`config.mk`:
```
export PLATFORM = sky130hd
export DESIGN_NAME = chip8_instruction_executor
export DESIGN_NICKNAME = d
export VERILOG_FILES = /design/src/sv/c8x_pkg.sv /design/src/sv/c8x_ram.sv /design/src/sv/chip8_instruction_executor.sv
export SDC_FILE = /design/constraint.sdc
export NUM_CORES = 1
export LEC_CHECK = 0
export ABC_AREA = 1
export BUFFER_PORTS_ARGS = -buffer_cell sky130_fd_sc_hd__buf_4
export CORE_ASPECT_RATIO = 1.5
export CORE_MARGIN = 8
export CORE_UTILIZATION = 60
export CTS_BUF_LIST = sky130_fd_sc_hd__clkbuf_8
export CTS_CLUSTER_DIAMETER = 30
export CTS_CLUSTER_SIZE = 14
export DETAILED_ROUTE_END_ITERATION = 8
export PLACE_DENSITY = 0.82
export SYNTH_ARGS = -nofsm -noshare
export SYNTH_HDL_FRONTEND = slang
export SYNTH_HIERARCHICAL = 1
export SYNTH_SLANG_ARGS = --single-unit
```
`constraint.sdc`:
```
create_clock -name clk -period 5.7 [get_ports clk]
set_input_delay 0.855 -clock clk [delete_from_list [all_inputs] [get_ports clk]]
set_output_delay 0.855 -clock clk [all_outputs]
set_load 0.05 [all_outputs]
```
`src/sv/c8x_pkg.sv`:
```
package c8x_pkg;

    // input item modes (tuser of the input stream)
    localparam logic [1:0] MODE_EXEC = 2'd0;
    localparam logic [1:0] MODE_TICK = 2'd1;
    localparam logic [1:0] MODE_LOAD = 2'd2;
    localparam logic [1:0] MODE_COLL = 2'd3;

    // result kinds (tuser of the output stream)
    localparam logic [2:0] KIND_DONE  = 3'd0;
    localparam logic [2:0] KIND_STORE = 3'd1;
    localparam logic [2:0] KIND_LOAD  = 3'd2;
    localparam logic [2:0] KIND_CLEAR = 3'd3;
    localparam logic [2:0] KIND_DRAW  = 3'd4;

    // opcode groups (top nibble)
    localparam logic [3:0] GRP_SYS  = 4'h0;
    localparam logic [3:0] GRP_JP   = 4'h1;
    localparam logic [3:0] GRP_CALL = 4'h2;
    localparam logic [3:0] GRP_SEI  = 4'h3;
    localparam logic [3:0] GRP_SNEI = 4'h4;
    localparam logic [3:0] GRP_SER  = 4'h5;
    localparam logic [3:0] GRP_LDI  = 4'h6;
    localparam logic [3:0] GRP_ADDI = 4'h7;
    localparam logic [3:0] GRP_ALU  = 4'h8;
    localparam logic [3:0] GRP_SNER = 4'h9;
    localparam logic [3:0] GRP_LDIX = 4'hA;
    localparam logic [3:0] GRP_JPV0 = 4'hB;
    localparam logic [3:0] GRP_RND  = 4'hC;
    localparam logic [3:0] GRP_DRW  = 4'hD;
    localparam logic [3:0] GRP_KEY  = 4'hE;
    localparam logic [3:0] GRP_MISC = 4'hF;

    // whole opcodes of the system group
    localparam logic [15:0] OPC_CLS = 16'h00E0;
    localparam logic [15:0] OPC_RET = 16'h00EE;

    // alu sub-ops (low nibble of group 8)
    localparam logic [3:0] ALU_MOV = 4'h0;
    localparam logic [3:0] ALU_OR  = 4'h1;
    localparam logic [3:0] ALU_AND = 4'h2;
    localparam logic [3:0] ALU_XOR = 4'h3;
    localparam logic [3:0] ALU_ADD = 4'h4;
    localparam logic [3:0] ALU_SUB = 4'h5;
    localparam logic [3:0] ALU_SHR = 4'h6;
    localparam logic [3:0] ALU_SBN = 4'h7;
    localparam logic [3:0] ALU_SHL = 4'hE;

    // key group sub-ops
    localparam logic [7:0] KEY_DOWN = 8'h9E;
    localparam logic [7:0] KEY_UP   = 8'hA1;

    // misc group sub-ops
    localparam logic [7:0] FX_GET_DT = 8'h07;
    localparam logic [7:0] FX_SET_DT = 8'h15;
    localparam logic [7:0] FX_SET_ST = 8'h18;
    localparam logic [7:0] FX_ADD_I  = 8'h1E;
    localparam logic [7:0] FX_FONT   = 8'h29;
    localparam logic [7:0] FX_BCD    = 8'h33;
    localparam logic [7:0] FX_STORE  = 8'h55;
    localparam logic [7:0] FX_LOAD   = 8'h65;

    localparam logic [3:0] FLAG_REG = 4'hF;

endpackage

```
`src/sv/c8x_ram.sv`:
```
module c8x_ram #(
    parameter int WIDTH = 8,
    parameter int DEPTH = 16
) (
    input  logic                     clk,
    input  logic                     we,
    input  logic [$clog2(DEPTH)-1:0] waddr,
    input  logic [WIDTH-1:0]         wdata,
    input  logic                     re,
    input  logic [$clog2(DEPTH)-1:0] raddr,
    output logic [WIDTH-1:0]         rdata
);

    logic [WIDTH-1:0] mem [DEPTH];

    // one write port, one registered read port
    always_ff @(posedge clk)
    begin
        if (we)
        begin
            mem[waddr] <= wdata;
        end
        if (re)
        begin
            rdata <= mem[raddr];
        end
    end

endmodule

```
`src/sv/chip8_instruction_executor.sv`:
```
// channel  | dir | handshake              | payload
// s_axis   | in  | tvalid/tready          | tuser mode, tdata opcode..collision
// m_axis   | out | tvalid/tready, tlast   | tuser kind, tdata address..sound_active
// cfg      | in  | cfg_wr_en (no wait)    | cfg_wr_data start address of the program
//
// an opcode without memory beats steps through accept, read vx, read vy/v0,
// execute, vx writeback, done beat; v0-vf sit in a one-read-port ram, which sets this.
// block stores do a ram read and then a beat per byte; other beats need no ram read.
// timer ticks and load/collision returns skip the vx writeback step.
// reset sets pc to 512 and zeroes i, sp, timers and v0-vf; no clearing pass is needed.
// a stalled output holds the sequencer; input is taken only between items.
module chip8_instruction_executor
    import c8x_pkg::*;
#(
    parameter int STACK_DEPTH = 16
) (
    input  logic        clk,
    input  logic        rst_n,
    input  logic        s_axis_tvalid,
    output logic        s_axis_tready,
    // opcode[15:0], key_mask[31:16], random_byte[39:32], return_index[43:40],
    // return_data[51:44], collision[52], zero pad
    input  logic [55:0] s_axis_tdata,
    // mode[1:0]
    input  logic [1:0]  s_axis_tuser,
    output logic        m_axis_tvalid,
    input  logic        m_axis_tready,
    // address[11:0], data[19:12], target_register[23:20], draw_x[31:24],
    // draw_y[39:32], sprite_rows[43:40], next_pc[55:44], sound_active[56], zero pad
    output logic [63:0] m_axis_tdata,
    // kind[2:0]
    output logic [2:0]  m_axis_tuser,
    output logic        m_axis_tlast,
    input  logic        cfg_wr_en,
    input  logic [11:0] cfg_wr_data
);

    localparam int SP_W = $clog2(STACK_DEPTH + 1);
    localparam int SA_W = $clog2(STACK_DEPTH);

    localparam logic [3:0] S_IDLE = 4'd0;
    localparam logic [3:0] S_RDX  = 4'd1;
    localparam logic [3:0] S_RDY  = 4'd2;
    localparam logic [3:0] S_EXEC = 4'd3;
    localparam logic [3:0] S_WX   = 4'd4;
    localparam logic [3:0] S_CLR  = 4'd5;
    localparam logic [3:0] S_DRAW = 4'd6;
    localparam logic [3:0] S_BCD  = 4'd7;
    localparam logic [3:0] S_BRD  = 4'd8;
    localparam logic [3:0] S_BWR  = 4'd9;
    localparam logic [3:0] S_LD   = 4'd10;
    localparam logic [3:0] S_DONE = 4'd11;

    logic [3:0]      state_reg, state_next;
    logic [11:0]     pc_reg, pc_next;
    logic [11:0]     i_reg, i_next;
    logic [SP_W-1:0] sp_reg, sp_next;
    logic [7:0]      dt_reg, dt_next;
    logic [7:0]      st_reg, st_next;
    logic [15:0]     vvalid_reg, vvalid_next;
    logic [3:0]      vrd_addr_reg, vrd_addr_next;

    logic [1:0]  mode_reg, mode_next;
    logic [15:0] op_reg, op_next;
    logic [15:0] keys_reg, keys_next;
    logic [7:0]  rnd_reg, rnd_next;
    logic [3:0]  ridx_reg, ridx_next;
    logic [7:0]  rdat_reg, rdat_next;
    logic        coll_reg, coll_next;
    logic [7:0]  vx_reg, vx_next;
    logic [7:0]  vy_reg, vy_next;
    logic        vxw_reg, vxw_next;
    logic [7:0]  vxv_reg, vxv_next;
    logic [3:0]  cnt_reg, cnt_next;
    logic [3:0]  ones_reg, ones_next;
    logic [3:0]  tens_reg, tens_next;
    logic [1:0]  hun_reg, hun_next;

    // output register
    logic        ov_reg;
    logic [2:0]  o_kind_reg;
    logic [11:0] o_addr_reg;
    logic [7:0]  o_data_reg;
    logic [3:0]  o_tgt_reg;
    logic [7:0]  o_dx_reg;
    logic [7:0]  o_dy_reg;
    logic [3:0]  o_rows_reg;
    logic [11:0] o_npc_reg;
    logic        o_snd_reg;
    logic        o_last_reg;

    logic        emit;
    logic [2:0]  e_kind;
    logic [11:0] e_addr;
    logic [7:0]  e_data;
    logic [3:0]  e_tgt;
    logic [7:0]  e_dx;
    logic [7:0]  e_dy;
    logic [3:0]  e_rows;
    logic        e_last;

    logic            v_we, v_re;
    logic [3:0]      v_waddr, v_raddr;
    logic [7:0]      v_wdata, v_rdata, vq;
    logic            st_we, st_re;
    logic [SA_W-1:0] st_waddr, st_raddr;
    logic [11:0]     st_wdata, st_rdata;

    logic            in_acc, can_emit;
    logic [SP_W-1:0] sp_dec;
    logic [3:0]      x, n;
    logic [7:0]      kk;
    logic [11:0]     nnn, pc2, pc4;
    logic [8:0]      sum9;
    logic [15:0]     mul_t, mul_h;
    logic [7:0]      ones8;
    logic [4:0]      tens_all;
    logic            key_hit;

    assign in_acc        = s_axis_tvalid && s_axis_tready;
    assign s_axis_tready = (state_reg == S_IDLE);
    assign can_emit      = !ov_reg || m_axis_tready;

    assign m_axis_tvalid = ov_reg;
    assign m_axis_tuser  = o_kind_reg;
    assign m_axis_tlast  = o_last_reg;
    assign m_axis_tdata  = {7'd0, o_snd_reg, o_npc_reg, o_rows_reg, o_dy_reg, o_dx_reg,
                            o_tgt_reg, o_data_reg, o_addr_reg};

    // register file and return stack
    c8x_ram #(.WIDTH(8), .DEPTH(16)) u_vram (
        .clk   (clk),
        .we    (v_we),
        .waddr (v_waddr),
        .wdata (v_wdata),
        .re    (v_re),
        .raddr (v_raddr),
        .rdata (v_rdata)
    );

    c8x_ram #(.WIDTH(12), .DEPTH(STACK_DEPTH)) u_stack (
        .clk   (clk),
        .we    (st_we),
        .waddr (st_waddr),
        .wdata (st_wdata),
        .re    (st_re),
        .raddr (st_raddr),
        .rdata (st_rdata)
    );

    // never-written registers read as zero
    assign vq = vvalid_reg[vrd_addr_reg] ? v_rdata : 8'h00;

    // opcode fields and shared arithmetic
    assign x      = op_reg[11:8];
    assign n      = op_reg[3:0];
    assign kk     = op_reg[7:0];
    assign nnn    = op_reg[11:0];
    assign pc2    = pc_reg + 12'd2;
    assign pc4    = pc_reg + 12'd4;
    assign sum9   = {1'b0, vx_reg} + {1'b0, vy_reg};
    assign sp_dec = (sp_reg != '0) ? sp_reg - SP_W'(1) : '0;
    assign key_hit = (vx_reg[7:4] == 4'd0) ? keys_reg[vx_reg[3:0]] : 1'b0;

    // decimal digits by reciprocal multiply
    assign mul_t    = 16'(vx_reg) * 16'd205;
    assign mul_h    = 16'(vx_reg) * 16'd41;
    assign tens_all = mul_t[15:11];
    assign ones8    = vx_reg - 8'(tens_all) * 8'd10;

    always_comb
    begin
        state_next    = state_reg;
        pc_next       = pc_reg;
        i_next        = i_reg;
        sp_next       = sp_reg;
        dt_next       = dt_reg;
        st_next       = st_reg;
        vvalid_next   = vvalid_reg;
        vrd_addr_next = vrd_addr_reg;
        mode_next     = mode_reg;
        op_next       = op_reg;
        keys_next     = keys_reg;
        rnd_next      = rnd_reg;
        ridx_next     = ridx_reg;
        rdat_next     = rdat_reg;
        coll_next     = coll_reg;
        vx_next       = vx_reg;
        vy_next       = vy_reg;
        vxw_next      = vxw_reg;
        vxv_next      = vxv_reg;
        cnt_next      = cnt_reg;
        ones_next     = ones_reg;
        tens_next     = tens_reg;
        hun_next      = hun_reg;

        v_we     = 1'b0;
        v_waddr  = 4'd0;
        v_wdata  = 8'd0;
        v_re     = 1'b0;
        v_raddr  = 4'd0;
        st_we    = 1'b0;
        st_waddr = '0;
        st_wdata = pc2;
        st_re    = 1'b0;
        st_raddr = sp_dec[SA_W-1:0];

        emit   = 1'b0;
        e_kind = KIND_DONE;
        e_addr = 12'd0;
        e_data = 8'd0;
        e_tgt  = 4'd0;
        e_dx   = 8'd0;
        e_dy   = 8'd0;
        e_rows = 4'd0;
        e_last = 1'b0;

        case (state_reg)
            // take a beat, start the vx and stack reads
            S_IDLE:
            begin
                if (in_acc)
                begin
                    mode_next = s_axis_tuser;
                    op_next   = s_axis_tdata[15:0];
                    keys_next = s_axis_tdata[31:16];
                    rnd_next  = s_axis_tdata[39:32];
                    ridx_next = s_axis_tdata[43:40];
                    rdat_next = s_axis_tdata[51:44];
                    coll_next = s_axis_tdata[52];
                    v_re      = 1'b1;
                    v_raddr   = s_axis_tdata[11:8];
                    st_re     = 1'b1;
                    state_next = S_RDX;
                end
            end

            // vx arrives, read vy (v0 for the offset jump)
            S_RDX:
            begin
                vx_next = vq;
                v_re    = 1'b1;
                v_raddr = (op_reg[15:12] == GRP_JPV0) ? 4'd0 : op_reg[7:4];
                state_next = S_RDY;
            end

            S_RDY:
            begin
                vy_next    = vq;
                state_next = S_EXEC;
            end

            // execute: pc, index, stack, timers, flag and register-load writes
            S_EXEC:
            begin
                vxw_next  = 1'b0;
                vxv_next  = 8'd0;
                cnt_next  = 4'd0;
                ones_next = ones8[3:0];
                tens_next = 4'(tens_all - 5'(mul_h[13:12]) * 5'd10);
                hun_next  = mul_h[13:12];
                state_next = S_WX;
                case (mode_reg)
                    MODE_TICK:
                    begin
                        if (dt_reg != 8'd0) dt_next = dt_reg - 8'd1;
                        if (st_reg != 8'd0) st_next = st_reg - 8'd1;
                        state_next = S_DONE;
                    end
                    MODE_LOAD:
                    begin
                        v_we    = 1'b1;
                        v_waddr = ridx_reg;
                        v_wdata = rdat_reg;
                        state_next = S_DONE;
                    end
                    MODE_COLL:
                    begin
                        v_we    = 1'b1;
                        v_waddr = FLAG_REG;
                        v_wdata = {7'd0, coll_reg};
                        state_next = S_DONE;
                    end
                    default:
                    begin
                        pc_next = pc2;
                        case (op_reg[15:12])
                            GRP_SYS:
                            begin
                                if (op_reg == OPC_RET)
                                begin
                                    sp_next = sp_dec;
                                    pc_next = st_rdata;
                                end
                            end
                            GRP_JP:   pc_next = nnn;
                            GRP_CALL:
                            begin
                                st_we = 1'b1;
                                if (sp_reg < SP_W'(STACK_DEPTH))
                                begin
                                    st_waddr = sp_reg[SA_W-1:0];
                                    sp_next  = sp_reg + SP_W'(1);
                                end
                                else
                                begin
                                    st_waddr = SA_W'(STACK_DEPTH - 1);
                                end
                                pc_next = nnn;
                            end
                            GRP_SEI:  if (vx_reg == kk) pc_next = pc4;
                            GRP_SNEI: if (vx_reg != kk) pc_next = pc4;
                            GRP_SER:  if (n == 4'd0 && vx_reg == vy_reg) pc_next = pc4;
                            GRP_SNER: if (n == 4'd0 && vx_reg != vy_reg) pc_next = pc4;
                            GRP_LDI:
                            begin
                                vxw_next = 1'b1;
                                vxv_next = kk;
                            end
                            GRP_ADDI:
                            begin
                                vxw_next = 1'b1;
                                vxv_next = vx_reg + kk;
                            end
                            GRP_ALU:
                            begin
                                v_waddr = FLAG_REG;
                                case (n)
                                    ALU_MOV:
                                    begin
                                        vxw_next = 1'b1;
                                        vxv_next = vy_reg;
                                    end
                                    ALU_OR:
                                    begin
                                        vxw_next = 1'b1;
                                        vxv_next = vx_reg | vy_reg;
                                    end
                                    ALU_AND:
                                    begin
                                        vxw_next = 1'b1;
                                        vxv_next = vx_reg & vy_reg;
                                    end
                                    ALU_XOR:
                                    begin
                                        vxw_next = 1'b1;
                                        vxv_next = vx_reg ^ vy_reg;
                                    end
                                    ALU_ADD:
                                    begin
                                        v_we     = 1'b1;
                                        v_wdata  = {7'd0, sum9[8]};
                                        vxw_next = 1'b1;
                                        vxv_next = sum9[7:0];
                                    end
                                    ALU_SUB:
                                    begin
                                        v_we     = 1'b1;
                                        v_wdata  = {7'd0, vx_reg > vy_reg};
                                        vxw_next = 1'b1;
                                        vxv_next = vx_reg - vy_reg;
                                    end
                                    ALU_SHR:
                                    begin
                                        v_we     = 1'b1;
                                        v_wdata  = {7'd0, vy_reg[0]};
                                        vxw_next = 1'b1;
                                        vxv_next = {1'b0, vy_reg[7:1]};
                                    end
                                    ALU_SBN:
                                    begin
                                        v_we     = 1'b1;
                                        v_wdata  = {7'd0, vy_reg > vx_reg};
                                        vxw_next = 1'b1;
                                        vxv_next = vy_reg - vx_reg;
                                    end
                                    ALU_SHL:
                                    begin
                                        v_we     = 1'b1;
                                        v_wdata  = {7'd0, vy_reg[7]};
                                        vxw_next = 1'b1;
                                        vxv_next = {vy_reg[6:0], 1'b0};
                                    end
                                    default: ;
                                endcase
                            end
                            GRP_LDIX: i_next  = nnn;
                            GRP_JPV0: pc_next = nnn + {4'd0, vy_reg};
                            GRP_RND:
                            begin
                                vxw_next = 1'b1;
                                vxv_next = rnd_reg & kk;
                            end
                            GRP_DRW:
                            begin
                                v_we    = 1'b1;
                                v_waddr = FLAG_REG;
                                v_wdata = 8'd0;
                            end
                            GRP_KEY:
                            begin
                                if ((kk == KEY_DOWN && key_hit) || (kk == KEY_UP && !key_hit))
                                    pc_next = pc4;
                            end
                            default:
                            begin
                                case (kk)
                                    FX_GET_DT:
                                    begin
                                        vxw_next = 1'b1;
                                        vxv_next = dt_reg;
                                    end
                                    FX_SET_DT: dt_next = vx_reg;
                                    FX_SET_ST: st_next = vx_reg;
                                    FX_ADD_I:  i_next  = i_reg + {4'd0, vx_reg};
                                    FX_FONT:   i_next  = {2'd0, vx_reg, 2'd0} + {4'd0, vx_reg};
                                    default: ;
                                endcase
                            end
                        endcase
                    end
                endcase
            end

            // vx writeback, then pick the beat sequence
            S_WX:
            begin
                if (vxw_reg)
                begin
                    v_we    = 1'b1;
                    v_waddr = x;
                    v_wdata = vxv_reg;
                end
                if (op_reg == OPC_CLS)
                    state_next = S_CLR;
                else if (op_reg[15:12] == GRP_DRW)
                    state_next = S_DRAW;
                else if (op_reg[15:12] == GRP_MISC && kk == FX_BCD)
                    state_next = S_BCD;
                else if (op_reg[15:12] == GRP_MISC && kk == FX_STORE)
                    state_next = S_BRD;
                else if (op_reg[15:12] == GRP_MISC && kk == FX_LOAD)
                    state_next = S_LD;
                else
                    state_next = S_DONE;
            end

            S_CLR:
            begin
                if (can_emit)
                begin
                    emit   = 1'b1;
                    e_kind = KIND_CLEAR;
                    state_next = S_DONE;
                end
            end

            S_DRAW:
            begin
                if (can_emit)
                begin
                    emit   = 1'b1;
                    e_kind = KIND_DRAW;
                    e_addr = i_reg;
                    e_dx   = vx_reg;
                    e_dy   = vy_reg;
                    e_rows = n;
                    state_next = S_DONE;
                end
            end

            // ones at i+2, tens at i+1, hundreds at i
            S_BCD:
            begin
                if (can_emit)
                begin
                    emit   = 1'b1;
                    e_kind = KIND_STORE;
                    case (cnt_reg[1:0])
                        2'd0:
                        begin
                            e_addr = i_reg + 12'd2;
                            e_data = {4'd0, ones_reg};
                        end
                        2'd1:
                        begin
                            e_addr = i_reg + 12'd1;
                            e_data = {4'd0, tens_reg};
                        end
                        default:
                        begin
                            e_addr = i_reg;
                            e_data = {6'd0, hun_reg};
                        end
                    endcase
                    cnt_next = cnt_reg + 4'd1;
                    if (cnt_reg == 4'd2) state_next = S_DONE;
                end
            end

            // block store: read vk, then send it
            S_BRD:
            begin
                v_re    = 1'b1;
                v_raddr = cnt_reg;
                state_next = S_BWR;
            end

            S_BWR:
            begin
                if (can_emit)
                begin
                    emit   = 1'b1;
                    e_kind = KIND_STORE;
                    e_addr = i_reg;
                    e_data = vq;
                    i_next = i_reg + 12'd1;
                    cnt_next = cnt_reg + 4'd1;
                    state_next = (cnt_reg == x) ? S_DONE : S_BRD;
                end
            end

            // block load requests
            S_LD:
            begin
                if (can_emit)
                begin
                    emit   = 1'b1;
                    e_kind = KIND_LOAD;
                    e_addr = i_reg;
                    e_tgt  = cnt_reg;
                    i_next = i_reg + 12'd1;
                    cnt_next = cnt_reg + 4'd1;
                    if (cnt_reg == x) state_next = S_DONE;
                end
            end

            S_DONE:
            begin
                if (can_emit)
                begin
                    emit   = 1'b1;
                    e_kind = KIND_DONE;
                    e_last = 1'b1;
                    state_next = S_IDLE;
                end
            end

            default: state_next = S_IDLE;
        endcase

        if (v_we) vvalid_next[v_waddr] = 1'b1;
        if (v_re) vrd_addr_next = v_raddr;

        // start address write loads the pc
        if (cfg_wr_en)
        begin
            pc_next = cfg_wr_data;
        end
    end

    // control state
    always_ff @(posedge clk or negedge rst_n)
    begin
        if (!rst_n)
        begin
            state_reg    <= S_IDLE;
            pc_reg       <= 12'd512;
            i_reg        <= 12'd0;
            sp_reg       <= '0;
            dt_reg       <= 8'd0;
            st_reg       <= 8'd0;
            vvalid_reg   <= 16'd0;
            vrd_addr_reg <= 4'd0;
            ov_reg       <= 1'b0;
        end
        else
        begin
            state_reg    <= state_next;
            pc_reg       <= pc_next;
            i_reg        <= i_next;
            sp_reg       <= sp_next;
            dt_reg       <= dt_next;
            st_reg       <= st_next;
            vvalid_reg   <= vvalid_next;
            vrd_addr_reg <= vrd_addr_next;
            if (emit)
                ov_reg <= 1'b1;
            else if (m_axis_tready)
                ov_reg <= 1'b0;
        end
    end

    // item payload and output beat
    always_ff @(posedge clk)
    begin
        mode_reg <= mode_next;
        op_reg   <= op_next;
        keys_reg <= keys_next;
        rnd_reg  <= rnd_next;
        ridx_reg <= ridx_next;
        rdat_reg <= rdat_next;
        coll_reg <= coll_next;
        vx_reg   <= vx_next;
        vy_reg   <= vy_next;
        vxw_reg  <= vxw_next;
        vxv_reg  <= vxv_next;
        cnt_reg  <= cnt_next;
        ones_reg <= ones_next;
        tens_reg <= tens_next;
        hun_reg  <= hun_next;
        if (emit)
        begin
            o_kind_reg <= e_kind;
            o_addr_reg <= e_addr;
            o_data_reg <= e_data;
            o_tgt_reg  <= e_tgt;
            o_dx_reg   <= e_dx;
            o_dy_reg   <= e_dy;
            o_rows_reg <= e_rows;
            o_npc_reg  <= pc_reg;
            o_snd_reg  <= (st_reg != 8'd0);
            o_last_reg <= e_last;
        end
    end

    // stack pointer stays within the stack
    assert property (@(posedge clk) disable iff (!rst_n)
        sp_reg <= SP_W'(STACK_DEPTH))
        else $error("stack pointer beyond stack depth");

    // no register write lands on an entry being read
    assert property (@(posedge clk) disable iff (!rst_n)
        !(v_we && v_re && v_waddr == v_raddr))
        else $error("register file read and write collide");

    // the done beat and only it closes an item
    assert property (@(posedge clk) disable iff (!rst_n)
        ov_reg |-> (o_last_reg == (o_kind_reg == KIND_DONE)))
        else $error("tlast does not match done beat");

    // an accepted beat starts the operand reads
    assert property (@(posedge clk) disable iff (!rst_n)
        in_acc |=> state_reg == S_RDX)
        else $error("accepted beat did not start execution");

    // a new beat is never loaded over one that is still held
    assert property (@(posedge clk) disable iff (!rst_n)
        emit |-> (!ov_reg || m_axis_tready))
        else $error("output beat overwritten");

endmodule
```
* Word level (Yosys, flattened, before mapping)
Memories as Yosys holds them, arrays and structs flattened. A register that Yosys moved wholly into a read port is not among the register bits. Cells that the tools add are included.
Storage, ports and cells: memory bits (writable) 320, word-level logic and storage cells 309, register bits after elaboration 225, output and inout bits 70, memories kept 2, input bits 75
Memory list:
- u_stack.mem | words 16, width 12, rd ports 1, clocked after Yosys merged registers in 1, write ports 1, RTL line c8x_ram.sv:14 | logic [WIDTH-1:0] mem [DEPTH];
- u_vram.mem | words 16, width 8, rd ports 1, clocked after Yosys merged registers in 1, write ports 1, RTL line c8x_ram.sv:14
Cells by class: $mul 4, multiplexer cells 107, add/subtract/negate cells 18, equality and inequality tests 75, bitwise operators 7, reduce and logical (&&, ||, !) cells 55, magnitude comparators 7
Operators with widths (count):
- $mux W12 | 13
- $pmux W12 S2 | 5
- $pmux W12 S8 | 1
- $mux W4 | 22
- $mux W8 | 10
- $pmux W8 S9 | 1
- $pmux W8 S2 | 4
- $eq A4 B4 Y1 const B | 13
- $eq A4 B3 Y1 const B | 12
- $pmux W4 S11 | 1
- $pmux W8 S5 | 1
- $eq A16 B8 Y1 const B | 2
- $eq A4 B2 Y1 const B | 7
- $add A12 B2 Y12 const B | 2
- $add A12 B8 Y12 | 2
- $eq A8 B5 Y1 const B | 3
- $mux W1 | 24
- $ne A2 B2 Y1 const B | 12
- $pmux W4 S2 | 3
- $pmux W4 S3 | 2
- $pmux W8 S3 | 1
- $reduce_and A5 Y1 | 4
- $and A8 B8 Y8 | 2
- $eq A8 B6 Y1 const B | 2
- 62 further kinds | 124

* Logic depth before layout (Yosys ltp)
depth in word-level cells 11, gate-level depth with buffers 20

* Modules after synthesis
Netlist, hierarchy kept.
Modules (own cells, without submodules):
- chip8_instruction_executor | seq. area each 6407.4 um^2, area each 16729.8 um^2, cells each 2073, instances 1
- c8x_ram (u_stack) | seq. area each 6125.9 um^2, area each 8683.3 um^2, cells each 815, instances 1
- c8x_ram (u_vram) | seq. area each 4083.9 um^2, area each 5850.6 um^2, cells each 551, instances 1

* Least setup slack after synthesis
No wires, ideal clock.
kind register to register, from reg vx_reg[1], to reg ones_reg[3], data pin, slack 0.863 ns, library setup time 0.268 ns, path buffers 0, cell stages (with the launch flop) 20, arrival 4.569 ns, clock period less this slack 4.837 ns, cells stage by stage edfxtp_1 > ha_1 > fa_1 > fa_1 > inv_1 > fa_1 > inv_1 > ha_1 > a21oi_1 > nor2_1 > nor2_1 > o31ai_1 > xor2_1 > inv_1 > ha_1 > inv_1 > fa_1 > xnor2_1 > xor2_1 > xor2_1
Between the ends: cells in the longest elaborated chain, start to end 3
Ends and longest elaborated chain:
- start: declaration | RTL line chip8_instruction_executor.sv:70 | logic [7:0] vx_reg, vx_next;
- start signal: assignment | RTL line chip8_instruction_executor.sv:604 | vx_reg <= vx_next;
- $mul A8 B8 Y16 | RTL line chip8_instruction_executor.sv:166 | assign mul_t = 16'(vx_reg) * 16'd205;
- via mul_t[11] | RTL line chip8_instruction_executor.sv:115 | logic [15:0] mul_t, mul_h;
- $mul A5 B3 Y3 | RTL line chip8_instruction_executor.sv:169 | assign ones8 = vx_reg - 8'(tens_all) * 8'd10;
- $sub A4 B4 Y4 | RTL line chip8_instruction_executor.sv:169
- via ones8[3] | RTL line chip8_instruction_executor.sv:116 | logic [7:0] ones8;
- end signal: assignment | RTL line chip8_instruction_executor.sv:609 | ones_reg <= ones_next;
- end: declaration | RTL line chip8_instruction_executor.sv:75 | logic [3:0] ones_reg, ones_next;
The timed path passes the listed nets, and every way through them passes these cells. A chain may end at the register's enable or synchronous reset.

* Worst setup path after layout
from reg vx_reg[5], to reg ones_reg[3], data pin
The elaborated chain is that of the path after synthesis.

==> impl_results.md <==
- Layout cells sized above 1: 0.108
- Fin worst setup slack: 0.637 ns
- CP endpoint kind: flip-flop
- Dpl hpwl: 65.3 mm
- Clock Path Buffers: 3
- Sw Ratio: 0.472
- Hold buffer count at cts: 1
- Peak supply drop: 769 uV
- FMAX: 0.197 GHz
- Core area: 51600 sq um
- Part of the power in registers: 0.285
- Worst hold start: s_axis_tdata[39]
- Yosys reg bits: 565
- Wire length per cell: 20.6 um
- Pre-CTS setup slack: 0.698 ns
- RSZ-0062 raised after global routing: false
- Int Pwr: 11.4 mW
- Leak pwr: 15.6 nW
- Net switching power: 10.2 mW
- EDFF count, synth: 495
- Max Slew Vio Count: 0
- Run status: completed
- Global Route Usage Sum: 0.295
- Dominant cell type by area after synthesis: edfxtp_1
- Die H: 296 um
- Die area: 59800 sq um
- Synth-to-layout area growth: 12.0%
- Chip width: 202 um
- Critical R2R Launch: vx_reg[5]$_DFFE_PP_
- Worst skew pair latency: 0.72 ns
- Row cnt: 102
- CTS clk-pin slew, worst paths: 0.06 ns
- CTS buffer count: 92
- CP max FO: 6
- Slew of the pin with the lowest slew margin: 1.30 ns
- Drt first pass iters: 6
- Max-cap violation count: 0
- Asr flop ratio synth: 0.124
- Most flops, register: u_stack/mem
- Via Count: 25200
- Logic gate share of total power: 0.533
- Vias per Instance: 5.77
- Post-CTS repair timing setup buffer count: 0
- Sequential area share after synthesis: 0.532
- Synth warnings: 6
- Vias in the first global route: 24700
- Main synth FF type: edfxtp_1
- Final net count: 3857
- Final cycle utilization of the critical path: 0.888
- Avg Cell Area, Syn: 9.09 sq um
- Critical Path AT: 5.51 ns
- Worst Hold Class: in2reg
- Effective utilization at floorplan: 0.606
- Final Hold Viols: 0
- Post-route clock skew: 0.0649 ns
- First-pass GRT wire length: 137 mm
- IO Pins: 145
- Worst setup SP type: flip-flop
- Port-buffer cells: 134
- Yosys cell types: 63
- Setup TNS: 0 ns
- Max reg flops: 192
- # setup viols final: 0
- CTS tree: built
- CP Data Required Time: 6.14 ns
- Post-Synthesis Cells: 3439
- DRT iter0 DRCs: 2300
- Synth top area share: 0.475
- Clock root buffer: clkbuf_8
- Clock power share: 0.182
- Largest net degree at the start of global routing: 97
- Pwr/cell area: 617 nW/um^2
- Cts repair resizes: 0
- WL final: 90.1 mm
- Synth area leaders: edfxtp_1 (48%), nand2_1 (9.8%), inv_1 (6.7%), nand3_1 (5.8%), ha_1 (5.6%)
- Antenna violations before repair: 3
- Remaining Overflow, GRT: 0
- # DRC: 0
- CTS HTree Levels: 3
- Routability cong.: 1.02
- Crit Path Category: reg2reg
- Routed Antenna Nets: 0
- Clk sinks: 565
- Largest regs: u_stack/mem: 192 flops, u_vram/mem: 128 flops
- Fin crit period: 5.06 ns
- Slew HR: 0.131
- Mapped cell area: 31300 sq um
- Crit. Startpoint: vx_reg[5]$_DFFE_PP_
-- power by group through the flow --
stage | logic [mW] | registers [mW] | clock network [mW]
6_report | 11.5 | 6.16 | 3.94
3_5_place_dp | 11.2 | 6.23 | 0
3_3_place_gp | 10.9 | 6.21 | 0
5_1_grt | 12.6 | 6.21 | 4.18
2_1_floorplan | 7.74 | 6.57 | 0
4_1_cts | 11.3 | 6.15 | 4.00
-- final cells by class --
| class | count | area (sq um) |
|---|---|---|
| diodes | 1 | 2.50 |
| clock buffers | 94 | 1290 |
| clock inverters | 79 | 806 |
| fillers | 4034 | 16500 |
| inverters | 577 | 2170 |
| multi-input cells | 2196 | 11900 |
| flip-flops and latches | 565 | 16600 |
| well taps | 676 | 846 |
| repair buffers | 184 | 1380 |
-- placed cells by master (no fill, tap or decap), drive strengths merged, types with 42 or more instances in the layout --
cell type,count
nand2,818
inv,596
edfxtp,495
nand3,362
nor2,262
buf,183
o21ai,169
ha,140
a21oi,108
clkbuf,94
dfrtp,69
xor2,42
-- cells by family (layout without fill, tap and decap cells) --
group                      Yosys count  in the layout  share of synthesized area
buffers and inverters              684            934                     0.0894
other                                1              8                   0.000120
DFF                                565            565                      0.532
xor gates and xnor gates            63             63                     0.0176
adders and majority gates          166            166                     0.0727
and+or+nand+nor                   1536           1536                      0.209
AOI/OAI and AO/OA                  424            424                     0.0795
-- worst paths after layout --
path | to | slack [ns] | cells after the start
worst max-delay path | ones_reg[3]$_DFFE_PP_ | 0.64 | 17
worst min-delay path | rnd_reg[7]$_DFFE_PP_ | 0.33 | 1
worst max register to register | ones_reg[3]$_DFFE_PP_ | 0.64 | 17
worst min register to register | vvalid_reg[5]$_DFFE_PN0P_ | 0.46 | 2
max in group asynchronous | i_reg[7]$_DFFE_PN0P_ | 4.04 | 3
min in group asynchronous | dt_reg[2]$_DFFE_PN0P_ | 0.54 | 2
-- worst max-delay path: stages, from the launching register on --
cell,delay (ns)
edfxtp_1,0.53
ha_1,0.38
fa_1,0.49
fa_1,0.56
inv_1,0.06
fa_1,0.52
inv_1,0.04
ha_1,0.28
nand2_1,0.10
o31ai_1,0.46
xor2_1,0.18
inv_1,0.11
ha_1,0.14
inv_1,0.05
fa_1,0.38
xnor2_1,0.22
xor2_1,0.21
xor2_1,0.09
-- stage by stage --
stage	power [mW]	cell area (sq um)	util	std cells	hold WS (ns)
2_1_floorplan	14.3	31300	-	3445	0.427
3_3_place_gp	17.2	32900	0.638	4197	0.438
3_5_place_dp	17.5	32900	0.638	4197	0.448
4_1_cts	21.5	35000	0.679	4371	0.273
5_1_grt	23.0	35000	0.679	4372	0.305
6_report	21.6	35000	0.679	4372	0.327
-- synthesized netlist by cell type (17+ instances only) --
| library cell | n |
|---|---|
| a21oi_1 | 108 |
| nor3_1 | 33 |
| dfrtp_1 | 69 |
| buf_2 | 45 |
| inv_1 | 557 |
| nand2_1 | 814 |
| edfxtp_1 | 495 |
| ha_1 | 140 |
| o21ai_0 | 155 |
| clkbuf_1 | 24 |
| fa_1 | 26 |
| nand4_1 | 31 |
| a31oi_1 | 18 |
| nand3_1 | 361 |
| buf_4 | 17 |
| o211ai_1 | 20 |
| xnor2_1 | 21 |
| o22ai_1 | 34 |
| nor2_1 | 252 |
| xor2_1 | 42 |
-- layer usage --
layer,vias up,share of wire,track usage
li1,11800,-,-
met1,11800,0.34,0.319
met2,1293,0.52,0.534
met3,357,0.072,0.0434
met4,0,0.065,0.191
met5,-,0,0
No activity file was read; power rests on OpenSTA's default activity.
